<file path="config.mk">
export PLATFORM = sky130hd
export DESIGN_NAME = sha1_message_digest_unit_flat
export DESIGN_NICKNAME = d
export VERILOG_FILES = /design/src/rtl/sha1md_pkg.sv /design/src/rtl/sha1md_req_if.sv /design/src/rtl/sha1md_rsp_if.sv /design/src/rtl/sha1_message_digest_unit.sv /design/src/rtl/sha1md_sched.sv /design/src/rtl/sha1md_round.sv /design/src/flat_wrapper.sv
export SDC_FILE = /design/constraint.sdc
export NUM_CORES = 2
export LEC_CHECK = 0
export ABC_AREA = 1
export BUFFER_PORTS_ARGS = -buffer_cell sky130_fd_sc_hd__buf_2
export CORE_ASPECT_RATIO = 1.2
export CORE_MARGIN = 3
export CORE_UTILIZATION = 39
export DETAILED_ROUTE_END_ITERATION = 7
export PLACE_DENSITY_LB_ADDON = 0.3
export SLEW_MARGIN = 20
export SYNTH_ARGS = -nofsm -noshare
export SYNTH_HDL_FRONTEND = slang
export SYNTH_SLANG_ARGS = --single-unit
</file>
<file path="constraint.sdc">
create_clock -name clock -period 24.2 [get_ports clock]
set_input_delay 2.42 -clock clock [delete_from_list [all_inputs] [get_ports clock]]
set_output_delay 2.42 -clock clock [all_outputs]
set_load 0.01 [all_outputs]
</file>
<file path="src/rtl/sha1md_pkg.sv">
package sha1md_pkg;

   localparam int WordWidth   = 32;
   localparam int BufferDepth = 16;
   localparam int RoundCount  = 80;
   localparam int DigestWords = 5;

   typedef logic [WordWidth-1:0]                  word_type;
   typedef logic [DigestWords-1:0][WordWidth-1:0] digest_type;
   typedef logic [2:0]                            nbytes_type;
   typedef logic [2:0]                            windex_type;
   typedef logic [3:0]                            fill_type;
   typedef logic [6:0]                            round_type;
   typedef logic [63:0]                           length_type;

   // Round groups of twenty rounds each; they pick the mixing function and constant.
   typedef enum logic [1:0] {
      GRP_CHOOSE   = 2'd0,
      GRP_PARITY_A = 2'd1,
      GRP_MAJORITY = 2'd2,
      GRP_PARITY_B = 2'd3
   } group_type;

   typedef struct packed {
      logic      load;
      logic      step;
      logic      fold;
      logic      init;
      group_type group;
   } round_ctrl_type;

   // Element 0 is H0, the most significant digest word.
   localparam digest_type InitHash = {
      32'hC3D2E1F0, 32'h10325476, 32'h98BADCFE, 32'hEFCDAB89, 32'h67452301
   };

   localparam word_type   PadMarker  = 32'h8000_0000;
   localparam nbytes_type FullBytes  = 3'd4;
   localparam fill_type   LengthSlot = 4'd14;
   localparam fill_type   LastSlot   = 4'd15;
   localparam round_type  LastRound  = 7'(RoundCount - 1);
   localparam windex_type LastIndex  = 3'(DigestWords - 1);

endpackage

</file>
<file path="src/rtl/sha1md_req_if.sv">
interface sha1md_req_if;
   logic                    valid;
   logic                    ready;
   sha1md_pkg::word_type    data_word;
   sha1md_pkg::nbytes_type  valid_bytes;
   logic                    last;

   modport source (output valid, data_word, valid_bytes, last, input ready);
   modport sink (input valid, data_word, valid_bytes, last, output ready);
endinterface

</file>
<file path="src/rtl/sha1md_rsp_if.sv">
interface sha1md_rsp_if;
   logic                    valid;
   logic                    ready;
   sha1md_pkg::word_type    digest_word;
   sha1md_pkg::windex_type  word_index;
   logic                    last_word;

   modport source (output valid, digest_word, word_index, last_word, input ready);
   modport sink (input valid, digest_word, word_index, last_word, output ready);
endinterface

</file>
<file path="src/rtl/sha1_message_digest_unit.sv">
// SHA-1 digest unit. A message arrives as big-endian 32-bit words, one word per
// request, and the request marked last may carry 0 to 4 valid leading bytes.
// After the last request the unit pads the message, appends the 64-bit bit
// length and returns the 160-bit digest as five response words, H0 first, the
// fifth one flagged with last_word; it then starts over for a new message.
// A request that does not complete a 512-bit block is taken at once. The
// request that completes a block starts a compression (80 rounds through the
// single round adder, then a fold step that adds the working words into the
// chain value), and no request is taken meanwhile.
// After the last request the padding words are written one per cycle up to the
// end of the block, followed by one or two compressions; the digest then
// appears, and each response word waits on rsp_chan.ready.
module sha1_message_digest_unit (
   input logic          clock,
   input logic          reset,
   sha1md_req_if.sink   req_chan,
   sha1md_rsp_if.source rsp_chan
);
   import sha1md_pkg::*;

   typedef enum logic [4:0] {
      ST_IDLE  = 5'b00001,
      ST_ROUND = 5'b00010,
      ST_FOLD  = 5'b00100,
      ST_PAD   = 5'b01000,
      ST_SEND  = 5'b10000
   } state_type;

   state_type  state_ff, state_in;
   fill_type   fill_ff, fill_in;
   length_type bit_length_ff, bit_length_in;
   round_type  round_ff, round_in;
   windex_type index_ff, index_in;
   logic       finishing_ff, finishing_in;   // message end seen, padding under way
   logic       marker_ff, marker_in;         // marker word still to be written
   logic       length_lo_ff, length_lo_in;   // high length word written

   logic           req_fire;
   logic           rsp_fire;
   nbytes_type     nbytes;
   word_type       merged;
   logic           push;
   word_type       push_word;
   logic           block_full;
   word_type       sched_word;
   digest_type     chain;
   round_ctrl_type ctrl;

   assign req_fire = req_chan.valid && req_chan.ready;
   assign rsp_fire = rsp_chan.valid && rsp_chan.ready;

   // Byte counts above four on the last request count as a full word.
   assign nbytes = (req_chan.valid_bytes > FullBytes) ? FullBytes : req_chan.valid_bytes;

   // The valid leading bytes are kept and the marker byte follows them directly.
   always_comb begin
      case (nbytes)
         3'd0:    merged = PadMarker;
         3'd1:    merged = {req_chan.data_word[31:24], 8'h80, 16'h0000};
         3'd2:    merged = {req_chan.data_word[31:16], 8'h80, 8'h00};
         3'd3:    merged = {req_chan.data_word[31:8], 8'h80};
         default: merged = req_chan.data_word;
      endcase
   end

   // One word enters the block buffer per cycle, either from a request or from
   // the padding sequence, and none while the rounds run or the digest is returned.
   always_comb begin
      push      = 1'b0;
      push_word = '0;
      if (state_ff == ST_IDLE && req_fire) begin
         push      = 1'b1;
         push_word = req_chan.last ? merged : req_chan.data_word;
      end else if (state_ff == ST_PAD) begin
         push = 1'b1;
         if (marker_ff) begin
            push_word = PadMarker;
         end else if (length_lo_ff) begin
            push_word = bit_length_ff[31:0];
         end else if (fill_ff == LengthSlot) begin
            push_word = bit_length_ff[63:32];
         end
      end
   end

   assign block_full = push && (fill_ff == LastSlot);

   always_comb begin
      state_in      = state_ff;
      fill_in       = push ? fill_ff + 4'd1 : fill_ff;
      bit_length_in = bit_length_ff;
      round_in      = round_ff;
      index_in      = index_ff;
      finishing_in  = finishing_ff;
      marker_in     = marker_ff;
      length_lo_in  = length_lo_ff;
      ctrl          = '{load: block_full, step: 1'b0, fold: 1'b0, init: 1'b0,
                        group: GRP_CHOOSE};

      if (round_ff < 7'd20) begin
         ctrl.group = GRP_CHOOSE;
      end else if (round_ff < 7'd40) begin
         ctrl.group = GRP_PARITY_A;
      end else if (round_ff < 7'd60) begin
         ctrl.group = GRP_MAJORITY;
      end else begin
         ctrl.group = GRP_PARITY_B;
      end

      unique case (state_ff)
         ST_IDLE: begin
            if (req_fire) begin
               if (req_chan.last) begin
                  bit_length_in = bit_length_ff + length_type'({nbytes, 3'b000});
                  finishing_in  = 1'b1;
                  marker_in     = (nbytes == FullBytes);
               end else begin
                  bit_length_in = bit_length_ff + length_type'(WordWidth);
               end
               if (block_full) begin
                  state_in = ST_ROUND;
               end else if (req_chan.last) begin
                  state_in = ST_PAD;
               end
            end
         end
         ST_PAD: begin
            marker_in = 1'b0;
            if (!marker_ff && fill_ff == LengthSlot) begin
               length_lo_in = 1'b1;
            end
            if (block_full) begin
               state_in = ST_ROUND;
            end
         end
         ST_ROUND: begin
            ctrl.step = 1'b1;
            if (round_ff == LastRound) begin
               round_in = '0;
               state_in = ST_FOLD;
            end else begin
               round_in = round_ff + 7'd1;
            end
         end
         ST_FOLD: begin
            ctrl.fold = 1'b1;
            if (length_lo_ff) begin
               state_in = ST_SEND;
            end else if (finishing_ff) begin
               state_in = ST_PAD;
            end else begin
               state_in = ST_IDLE;
            end
         end
         ST_SEND: begin
            if (rsp_fire) begin
               if (index_ff == LastIndex) begin
                  // Back to the initial state for the next message.
                  ctrl.init     = 1'b1;
                  index_in      = '0;
                  fill_in       = '0;
                  bit_length_in = '0;
                  finishing_in  = 1'b0;
                  marker_in     = 1'b0;
                  length_lo_in  = 1'b0;
                  state_in      = ST_IDLE;
               end else begin
                  index_in = index_ff + 3'd1;
               end
            end
         end
         default: begin
            state_in = ST_IDLE;
         end
      endcase
   end

   always_ff @(posedge clock) begin
      if (reset) begin
         state_ff      <= ST_IDLE;
         fill_ff       <= '0;
         bit_length_ff <= '0;
         round_ff      <= '0;
         index_ff      <= '0;
         finishing_ff  <= 1'b0;
         marker_ff     <= 1'b0;
         length_lo_ff  <= 1'b0;
      end else begin
         state_ff      <= state_in;
         fill_ff       <= fill_in;
         bit_length_ff <= bit_length_in;
         round_ff      <= round_in;
         index_ff      <= index_in;
         finishing_ff  <= finishing_in;
         marker_ff     <= marker_in;
         length_lo_ff  <= length_lo_in;
      end
   end

   sha1md_sched u_sched (
      .clock      (clock),
      .push       (push),
      .push_word  (push_word),
      .step       (ctrl.step),
      .sched_word (sched_word)
   );

   sha1md_round u_round (
      .clock      (clock),
      .reset      (reset),
      .ctrl       (ctrl),
      .sched_word (sched_word),
      .chain      (chain)
   );

   assign req_chan.ready       = (state_ff == ST_IDLE);
   assign rsp_chan.valid       = (state_ff == ST_SEND);
   assign rsp_chan.digest_word = chain[index_ff];
   assign rsp_chan.word_index  = index_ff;
   assign rsp_chan.last_word   = (index_ff == LastIndex);

`ifndef SYNTHESIS
   // Requests are never taken while the digest is being returned.
   assert property (@(posedge clock) disable iff (reset)
      !(req_chan.ready && rsp_chan.valid))
      else $error("request ready while a response is pending");

   // The round counter never passes the last round.
   assert property (@(posedge clock) disable iff (reset)
      state_ff == ST_ROUND |-> round_ff <= LastRound)
      else $error("round counter out of range");

   // After the fifth digest word the unit is back in its initial state.
   assert property (@(posedge clock) disable iff (reset)
      rsp_fire && rsp_chan.last_word |=>
         state_ff == ST_IDLE && fill_ff == '0 && bit_length_ff == '0 && !finishing_ff)
      else $error("unit not cleared after the digest");
`endif

endmodule

</file>
<file path="src/rtl/sha1md_sched.sv">
module sha1md_sched (
   input  logic                 clock,
   input  logic                 push,
   input  sha1md_pkg::word_type push_word,
   input  logic                 step,
   output sha1md_pkg::word_type sched_word
);
   import sha1md_pkg::*;

   // Sixteen-word window: entry 0 is the oldest word, which is the
   // schedule word of the current round.
   word_type window_ff [BufferDepth];
   word_type window_in [BufferDepth];
   word_type mix;
   word_type expanded;

   assign mix      = window_ff[13] ^ window_ff[8] ^ window_ff[2] ^ window_ff[0];
   assign expanded = {mix[30:0], mix[31]};

   always_comb begin
      window_in = window_ff;
      if (push || step) begin
         for (int i = 0; i < BufferDepth - 1; i++) begin
            window_in[i] = window_ff[i + 1];
         end
         window_in[BufferDepth - 1] = push ? push_word : expanded;
      end
   end

   always_ff @(posedge clock) begin
      window_ff <= window_in;
   end

   assign sched_word = window_ff[0];

endmodule

</file>
<file path="src/rtl/sha1md_round.sv">
module sha1md_round (
   input  logic                       clock,
   input  logic                       reset,
   input  sha1md_pkg::round_ctrl_type ctrl,
   input  sha1md_pkg::word_type       sched_word,
   output sha1md_pkg::digest_type     chain
);
   import sha1md_pkg::*;

   digest_type chain_ff, chain_in;
   digest_type work_ff, work_in;
   word_type   mix_f;
   word_type   round_k;
   word_type   temp;

   always_comb begin
      case (ctrl.group)
         GRP_CHOOSE: begin
            mix_f   = (work_ff[1] & work_ff[2]) ^ (~work_ff[1] & work_ff[3]);
            round_k = 32'h5A827999;
         end
         GRP_PARITY_A: begin
            mix_f   = work_ff[1] ^ work_ff[2] ^ work_ff[3];
            round_k = 32'h6ED9EBA1;
         end
         GRP_MAJORITY: begin
            mix_f   = (work_ff[1] & work_ff[2]) ^ (work_ff[1] & work_ff[3])
                    ^ (work_ff[2] & work_ff[3]);
            round_k = 32'h8F1BBCDC;
         end
         default: begin
            mix_f   = work_ff[1] ^ work_ff[2] ^ work_ff[3];
            round_k = 32'hCA62C1D6;
         end
      endcase
   end

   assign temp = {work_ff[0][26:0], work_ff[0][31:27]} + mix_f + work_ff[4]
               + round_k + sched_word;

   always_comb begin
      work_in = work_ff;
      if (ctrl.load) begin
         work_in = chain_ff;
      end else if (ctrl.step) begin
         work_in[0] = temp;
         work_in[1] = work_ff[0];
         work_in[2] = {work_ff[1][1:0], work_ff[1][31:2]};
         work_in[3] = work_ff[2];
         work_in[4] = work_ff[3];
      end
   end

   always_comb begin
      chain_in = chain_ff;
      if (ctrl.init) begin
         chain_in = InitHash;
      end else if (ctrl.fold) begin
         for (int i = 0; i < DigestWords; i++) begin
            chain_in[i] = chain_ff[i] + work_ff[i];
         end
      end
   end

   always_ff @(posedge clock) begin
      if (reset) begin
         chain_ff <= InitHash;
      end else begin
         chain_ff <= chain_in;
      end
   end

   always_ff @(posedge clock) begin
      work_ff <= work_in;
   end

   assign chain = chain_ff;

endmodule
</file>
<file path="src/flat_wrapper.sv">
// flat-port wrapper written by rule: the top's interface ports become plain ports
module sha1_message_digest_unit_flat import sha1md_pkg::*;
  (clock, reset, req_chan_valid, req_chan_data_word, req_chan_valid_bytes, req_chan_last, req_chan_ready, rsp_chan_valid, rsp_chan_digest_word, rsp_chan_word_index, rsp_chan_last_word, rsp_chan_ready);
  sha1md_req_if req_chan_i ();
  sha1md_rsp_if rsp_chan_i ();
  input logic clock;
  input logic reset;
  input wire logic [$bits(req_chan_i.valid)-1:0] req_chan_valid;
  input wire logic [$bits(req_chan_i.data_word)-1:0] req_chan_data_word;
  input wire logic [$bits(req_chan_i.valid_bytes)-1:0] req_chan_valid_bytes;
  input wire logic [$bits(req_chan_i.last)-1:0] req_chan_last;
  output wire logic [$bits(req_chan_i.ready)-1:0] req_chan_ready;
  output wire logic [$bits(rsp_chan_i.valid)-1:0] rsp_chan_valid;
  output wire logic [$bits(rsp_chan_i.digest_word)-1:0] rsp_chan_digest_word;
  output wire logic [$bits(rsp_chan_i.word_index)-1:0] rsp_chan_word_index;
  output wire logic [$bits(rsp_chan_i.last_word)-1:0] rsp_chan_last_word;
  input wire logic [$bits(rsp_chan_i.ready)-1:0] rsp_chan_ready;
  assign req_chan_i.valid = req_chan_valid;
  assign req_chan_i.data_word = req_chan_data_word;
  assign req_chan_i.valid_bytes = req_chan_valid_bytes;
  assign req_chan_i.last = req_chan_last;
  assign req_chan_ready = req_chan_i.ready;
  assign rsp_chan_valid = rsp_chan_i.valid;
  assign rsp_chan_digest_word = rsp_chan_i.digest_word;
  assign rsp_chan_word_index = rsp_chan_i.word_index;
  assign rsp_chan_last_word = rsp_chan_i.last_word;
  assign rsp_chan_i.ready = rsp_chan_ready;
  sha1_message_digest_unit u_core (.clock(clock), .reset(reset), .req_chan(req_chan_i), .rsp_chan(rsp_chan_i));
endmodule
</file>
# After elaboration in Yosys (flattened, before gate mapping)
# Cells that the tools add are included.
dict set report word_totals {
  regBits 918
}
dict set report classes {
  n_addsub 14
  magnitude_cmp 5
  eq_ne 23
  mux 56
  n_bitwise 13
  n_reduce_logical 20
}
# cell count
set op_table {}
lappend op_table {{2-to-1 mux 160 bit} 2}
lappend op_table {{adder 32 bit} 9}
lappend op_table {{2-to-1 mux 32 bit} 8}
lappend op_table {{2-to-1 mux 64 bit} 4}
lappend op_table {{bitwise XOR 32 bit} 8}
lappend op_table {{bitwise AND 32 bit} 4}
lappend op_table {{one-hot mux 32 bit (4 select lines)} 1}
lappend op_table {{one-hot mux 64 bit (2 select lines)} 1}
lappend op_table {{binary-select mux 32 bit (select 3 bit)} 1}
lappend op_table {{one-hot mux 32 bit (3 select lines)} 1}
lappend op_table {{adder 64 x 6 -> 64 bit} 1}
lappend op_table {{adder 64 x 6 -> 64 bit, second input constant} 1}
lappend op_table {{one-hot mux 32 bit (2 select lines)} 1}
lappend op_table {{2-to-1 mux 5 bit} 8}
lappend op_table {{inverter 32 bit} 1}
lappend op_table {{one-hot mux 5 bit (5 select lines)} 1}
lappend op_table {{2-to-1 mux 4 bit} 5}
lappend op_table {{2-to-1 mux 1 bit} 15}
lappend op_table {{< comparator 7 x 6 -> 1 bit, second input constant} 2}
lappend op_table {{inequality test 2 bit, second input constant} 5}
lappend op_table {{AND reduction 5 bit} 2}
lappend op_table {{== test 4 bit, second input constant} 2}
lappend op_table {{AND reduction 4 bit} 2}
lappend op_table {{adder 7 x 1 -> 7 bit, second input constant} 1}
lappend op_table {{other kinds (33)} 45}

# Depth between registers and ports, before layout
dict set report depth {
  ltp_word 12
  depth_mapped 30
  depth_no_buf 30
}

# Modules after synthesis
# A second synthesis with hierarchy kept.
dict set report hier_totals {
  hier_cells 6646
  hier_area_um2 54085.6
}
# mod n_inst cells_each area_each_um2 seq_area_each_um2
set by_module_without_submodules {}
lappend by_module_without_submodules {sha1md_round 1 4222 28730.1 8007.7}
lappend by_module_without_submodules {sha1md_sched 1 1097 18001.0 15374.7}
lappend by_module_without_submodules {sha1_message_digest_unit 1 1327 7354.6 1661.6}

# Least setup slack after synthesis
# OpenSTA, ideal clock, no wires.
dict set report synth_path {
  path_type {input to register}
  from {input port req_chan_valid}
  to {register u_core.u_sched.window_ff, in the netlist u_core.u_sched.sched_word[0], enable pin}
  arrival_time_ns 11.357
  required_time_ns 20.533
  slack_ns 9.176
  stages 5
  cell_sequence {nand4_2 -> nand2_1 -> inv_1 -> clkbuf_1 -> nand2_1}
}
dict set report synth_via {
  elab_chain_cells 4
}
# element line
set synth_rtl {}
lappend synth_rtl {{start, declared} flat_wrapper.sv:8} ;# input wire logic [$bits(req_chan_i.valid)-1:0] req_chan_valid;
lappend synth_rtl {{logical AND 1 bit} sha1_message_digest_unit.sv:49} ;# assign req_fire = req_chan.valid && req_chan.ready;
lappend synth_rtl {{logical AND 1 bit} sha1_message_digest_unit.sv:71} ;# if (state_ff == ST_IDLE && req_fire) begin
lappend synth_rtl {{2-to-1 mux 1 bit} sha1_message_digest_unit.sv:71}
lappend synth_rtl {{logical OR 1 bit} sha1md_sched.sv:22} ;# if (push || step) begin
lappend synth_rtl {{end signal, assigned} sha1md_sched.sv:31} ;# window_ff <= window_in;
lappend synth_rtl {{end, declared} sha1md_sched.sv:12} ;# word_type window_ff [BufferDepth];
# Every way passes these cells.
# A chain may end at the register's enable or synchronous reset.

==> out/qor.csv <==
metric,value,unit
RSZ-0062 raised after global routing,no,
Crit. End Element,flop,
failing checks,design-rule violations,
Finished Layout Cells,8109,
GPL Wtd Cong,1.04,
Hold Crit Start,u_core.u_sched.window_ff[304]$_DFFE_PP_,
max_cap viols,0,
"Setup violations, final",0,
"Clk Latency, worst-skew pair",730,ps
ys flop type,edfxtp_1,
Max VDD drop,0.0000877,V
synth unique cells,58,
Die Width,341,um
Starting Density,39.5,%
fin crit period,6360,ps
Worst Reg-to-Reg Cells,27,
CTS tree,yes,
syn nets,6563,
initial antenna violation count,5,
cell taking the most area after synthesis,edfxtp_1,
"Gates resized, CTS repair",0,
DP Cell Count,7921,
Routed Wire Length,192000,um
Synth top area share,38.4,%
"Reg clk slew, reported paths",80,ps
gr usage total,27.2,%
sum of negative setup slack,0,ps
period utilization,26.3,%
row cnt,146,
"Seq/Total Area, Yosys",47.7,%
PD cells,84.6,mW/mm^2
hold path cells,0,
most frequent cells in the layout,"nand2_1, inv_1, edfxtp_1",
Yosys warnings,0,
IO buf count,77,
FF-to-FF Start,u_core.round_ff[4]$_SDFFE_PP0P_,
H-tree levels,3,
DR vias/cell,5.33,
syn avg cell area,8.48,um^2
Post-CTS Setup Bufs,0,
Hold Buf Count CTS,0,
NumNets Final,6619,
vias in the first global route,41700,
Synth Register Bits,915,
Die Ht,408,um
post-route cell area,0.0582,mm^2
core footprint,0.133,mm^2
fillcell total,13200,
die area,0.139,mm^2
Antenna Nets Post-Route,0,
global-route wire length before repair,278000,um
max-slew violation count,0,
"most common cell after layout, fill and taps aside",nand2_1,
Synth Instances,6190,
pin count of the biggest net entering global routing,208,
status,"finished, violations left",
DRC Markers,4,
Detailed Routing Iterations Pass 1,8,
Area contributors post-synth,"edfxtp_1, nand2_1, dfxtp_1, inv_1, ha_1",
clk_skew,51.7,ps
reg2reg end,u_core.u_round.work_ff[19]$_DFFE_PP_,
Hold Crit Class,reg2reg,
placed cell area,0.0548,mm^2
ys async rst share,0,%
area of the mapped netlist,0.0525,mm^2
Leak Pwr,0.0246,uW
dpl hpwl,149000,um
Post-synth EDFFs,672,
CP Class,reg2reg,
Worst Path Max Fanout,32,
Vias,43200,
CP arrival,6800,ps
final hold violations,0,
Hold Worst Slack,398,ps
routed len/inst,23.7,um
Layout area overhead,10.9,%
crit start category,flop,
Max Fclk,0.157,GHz
WP data required,24630,ps
Worst-Margin Slew,1370,ps
Top-Level Pins,78,
DRT iter0 DRCs,4059,
root buffer cell,clkbuf_16,
hold endpoint,u_core.u_sched.window_ff[336]$_DFFE_PP_,
Sink Count,915,
share of post-route cells with drive strength above 1,5.23,%
FF-to-FF setup slack,17840,ps
Slew HR,7.73,%
total global routing overflow,0,
Clock Path Buffers,3,
clock buffer count from CTS,99,
-- flip-flops by register name, indices dropped and copies added, names as in the netlist --
name	flops
u_core.u_sched.window_ff	480
u_core.u_round.chain	160
u_core.u_round.work_ff	160
u_core.bit_length_ff	61
u_core.u_sched.sched_word	32
u_core.round_ff	7
u_core.state_ff	5
u_core.fill_ff	4
u_core.rsp_chan.word_index	3
u_core.finishing_ff	1
u_core.length_lo_ff	1
u_core.marker_ff	1
-- worst max-delay path, stage by stage, from the launching register on --
cell and delay (ps):
dfxtp_1 390, nand2_1 100, inv_1 90, nand2_1 50, nand3_1 120, nand2_1 350, ha_1 470, inv_1 90
buf_4 350, o22ai_1 160, o21ai_0 220, fa_1 490, fa_1 550, fa_1 420, inv_1 70, ha_1 200
inv_1 70, fa_1 390, o21ai_0 580, nand2_1 110, nand2_1 180, nand2_1 70, nand2_1 180, nand2_1 110
nand2_1 70, nand2_1 40, nand3_1 70, o21ai_0 90
-- how the worst max path moves through the flow --
stage                     slack (ps)                                      to                       startpoint
after floorplan                 9180  u_core.u_sched.sched_word[0]$_DFFE_PP_                   req_chan_valid
after global placement         17800    u_core.u_round.work_ff[19]$_DFFE_PP_  u_core.round_ff[3]$_SDFFE_PP0P_
after detailed placement       17840    u_core.u_round.work_ff[19]$_DFFE_PP_  u_core.round_ff[3]$_SDFFE_PP0P_
after CTS                      17820    u_core.u_round.work_ff[19]$_DFFE_PP_  u_core.round_ff[3]$_SDFFE_PP0P_
after global routing           17320    u_core.u_round.work_ff[19]$_DFFE_PP_  u_core.round_ff[3]$_SDFFE_PP0P_
final                          17840    u_core.u_round.work_ff[19]$_DFFE_PP_  u_core.round_ff[4]$_SDFFE_PP0P_
-- synthesized netlist by cell type, drive strengths merged (19+ instances only) --
| cell type | instances |
|---|---|
| o21bai | 27 |
| a31oi | 30 |
| fa | 126 |
| o211ai | 52 |
| inv | 993 |
| buf | 61 |
| xnor2 | 63 |
| edfxtp | 672 |
| nand3 | 332 |
| nand4 | 72 |
| dfxtp | 243 |
| or2 | 30 |
| nand2 | 1393 |
| o21ai | 472 |
| nand3b | 19 |
| xor2 | 79 |
| a21oi | 511 |
| o22ai | 43 |
| nor3 | 64 |
| ha | 207 |
| clkbuf | 92 |
| nor2 | 514 |
-- report_power, final --
group	switching [uW]	total [uW]	internal (uW)	leakage [uW]
sequential	154	2420	2260	0.00829
clock	675	1620	946	0.00166
combinational	622	888	266	0.0147
-- cell families after synthesis --
kind of cell	after synthesis	synth area share [%]
AOI/OAI and AO/OA	1197	12.3
xor gates and xnor gates	142	2.37
adders and majority gates	333	9.74
buffers and inverters	1149	8.36
DFF	915	47.7
and+or+nand+nor	2454	19.5
-- per-stage QoR --
stage	setup slack, ps	power (uW)	util (%)
2_1_floorplan	9180	3190	-
4_1_cts	17820	4970	43.8
5_1_grt	17320	5160	43.8
3_3_place_gp	17800	3300	41.2
3_5_place_dp	17840	3330	41.2
6_report	17840	4930	43.8
-- cell type report --
class                   instances  area (um^2)  share of cell area, %
well taps                    1776         2220                   3.82
clock buffers                 130         2720                   4.67
clock inverters                57          708                   1.22
multi-input cells            4126        23100                   39.7
repair buffers                108          643                   1.11
diodes                          1         2.50                0.00430
flip-flops and latches        915        25000                   43.0
inverters                     996         3740                   6.43
-- routing by layer --
metal,share of wire [%],wire [um],global-route usage [%]
met3,5.8,11200,4.02
met5,0.0068,13,0
met4,8.0,15400,18.5
met2,47,90100,44.9
met1,39,75600,32.8
(Power assumes the default switching activity.)
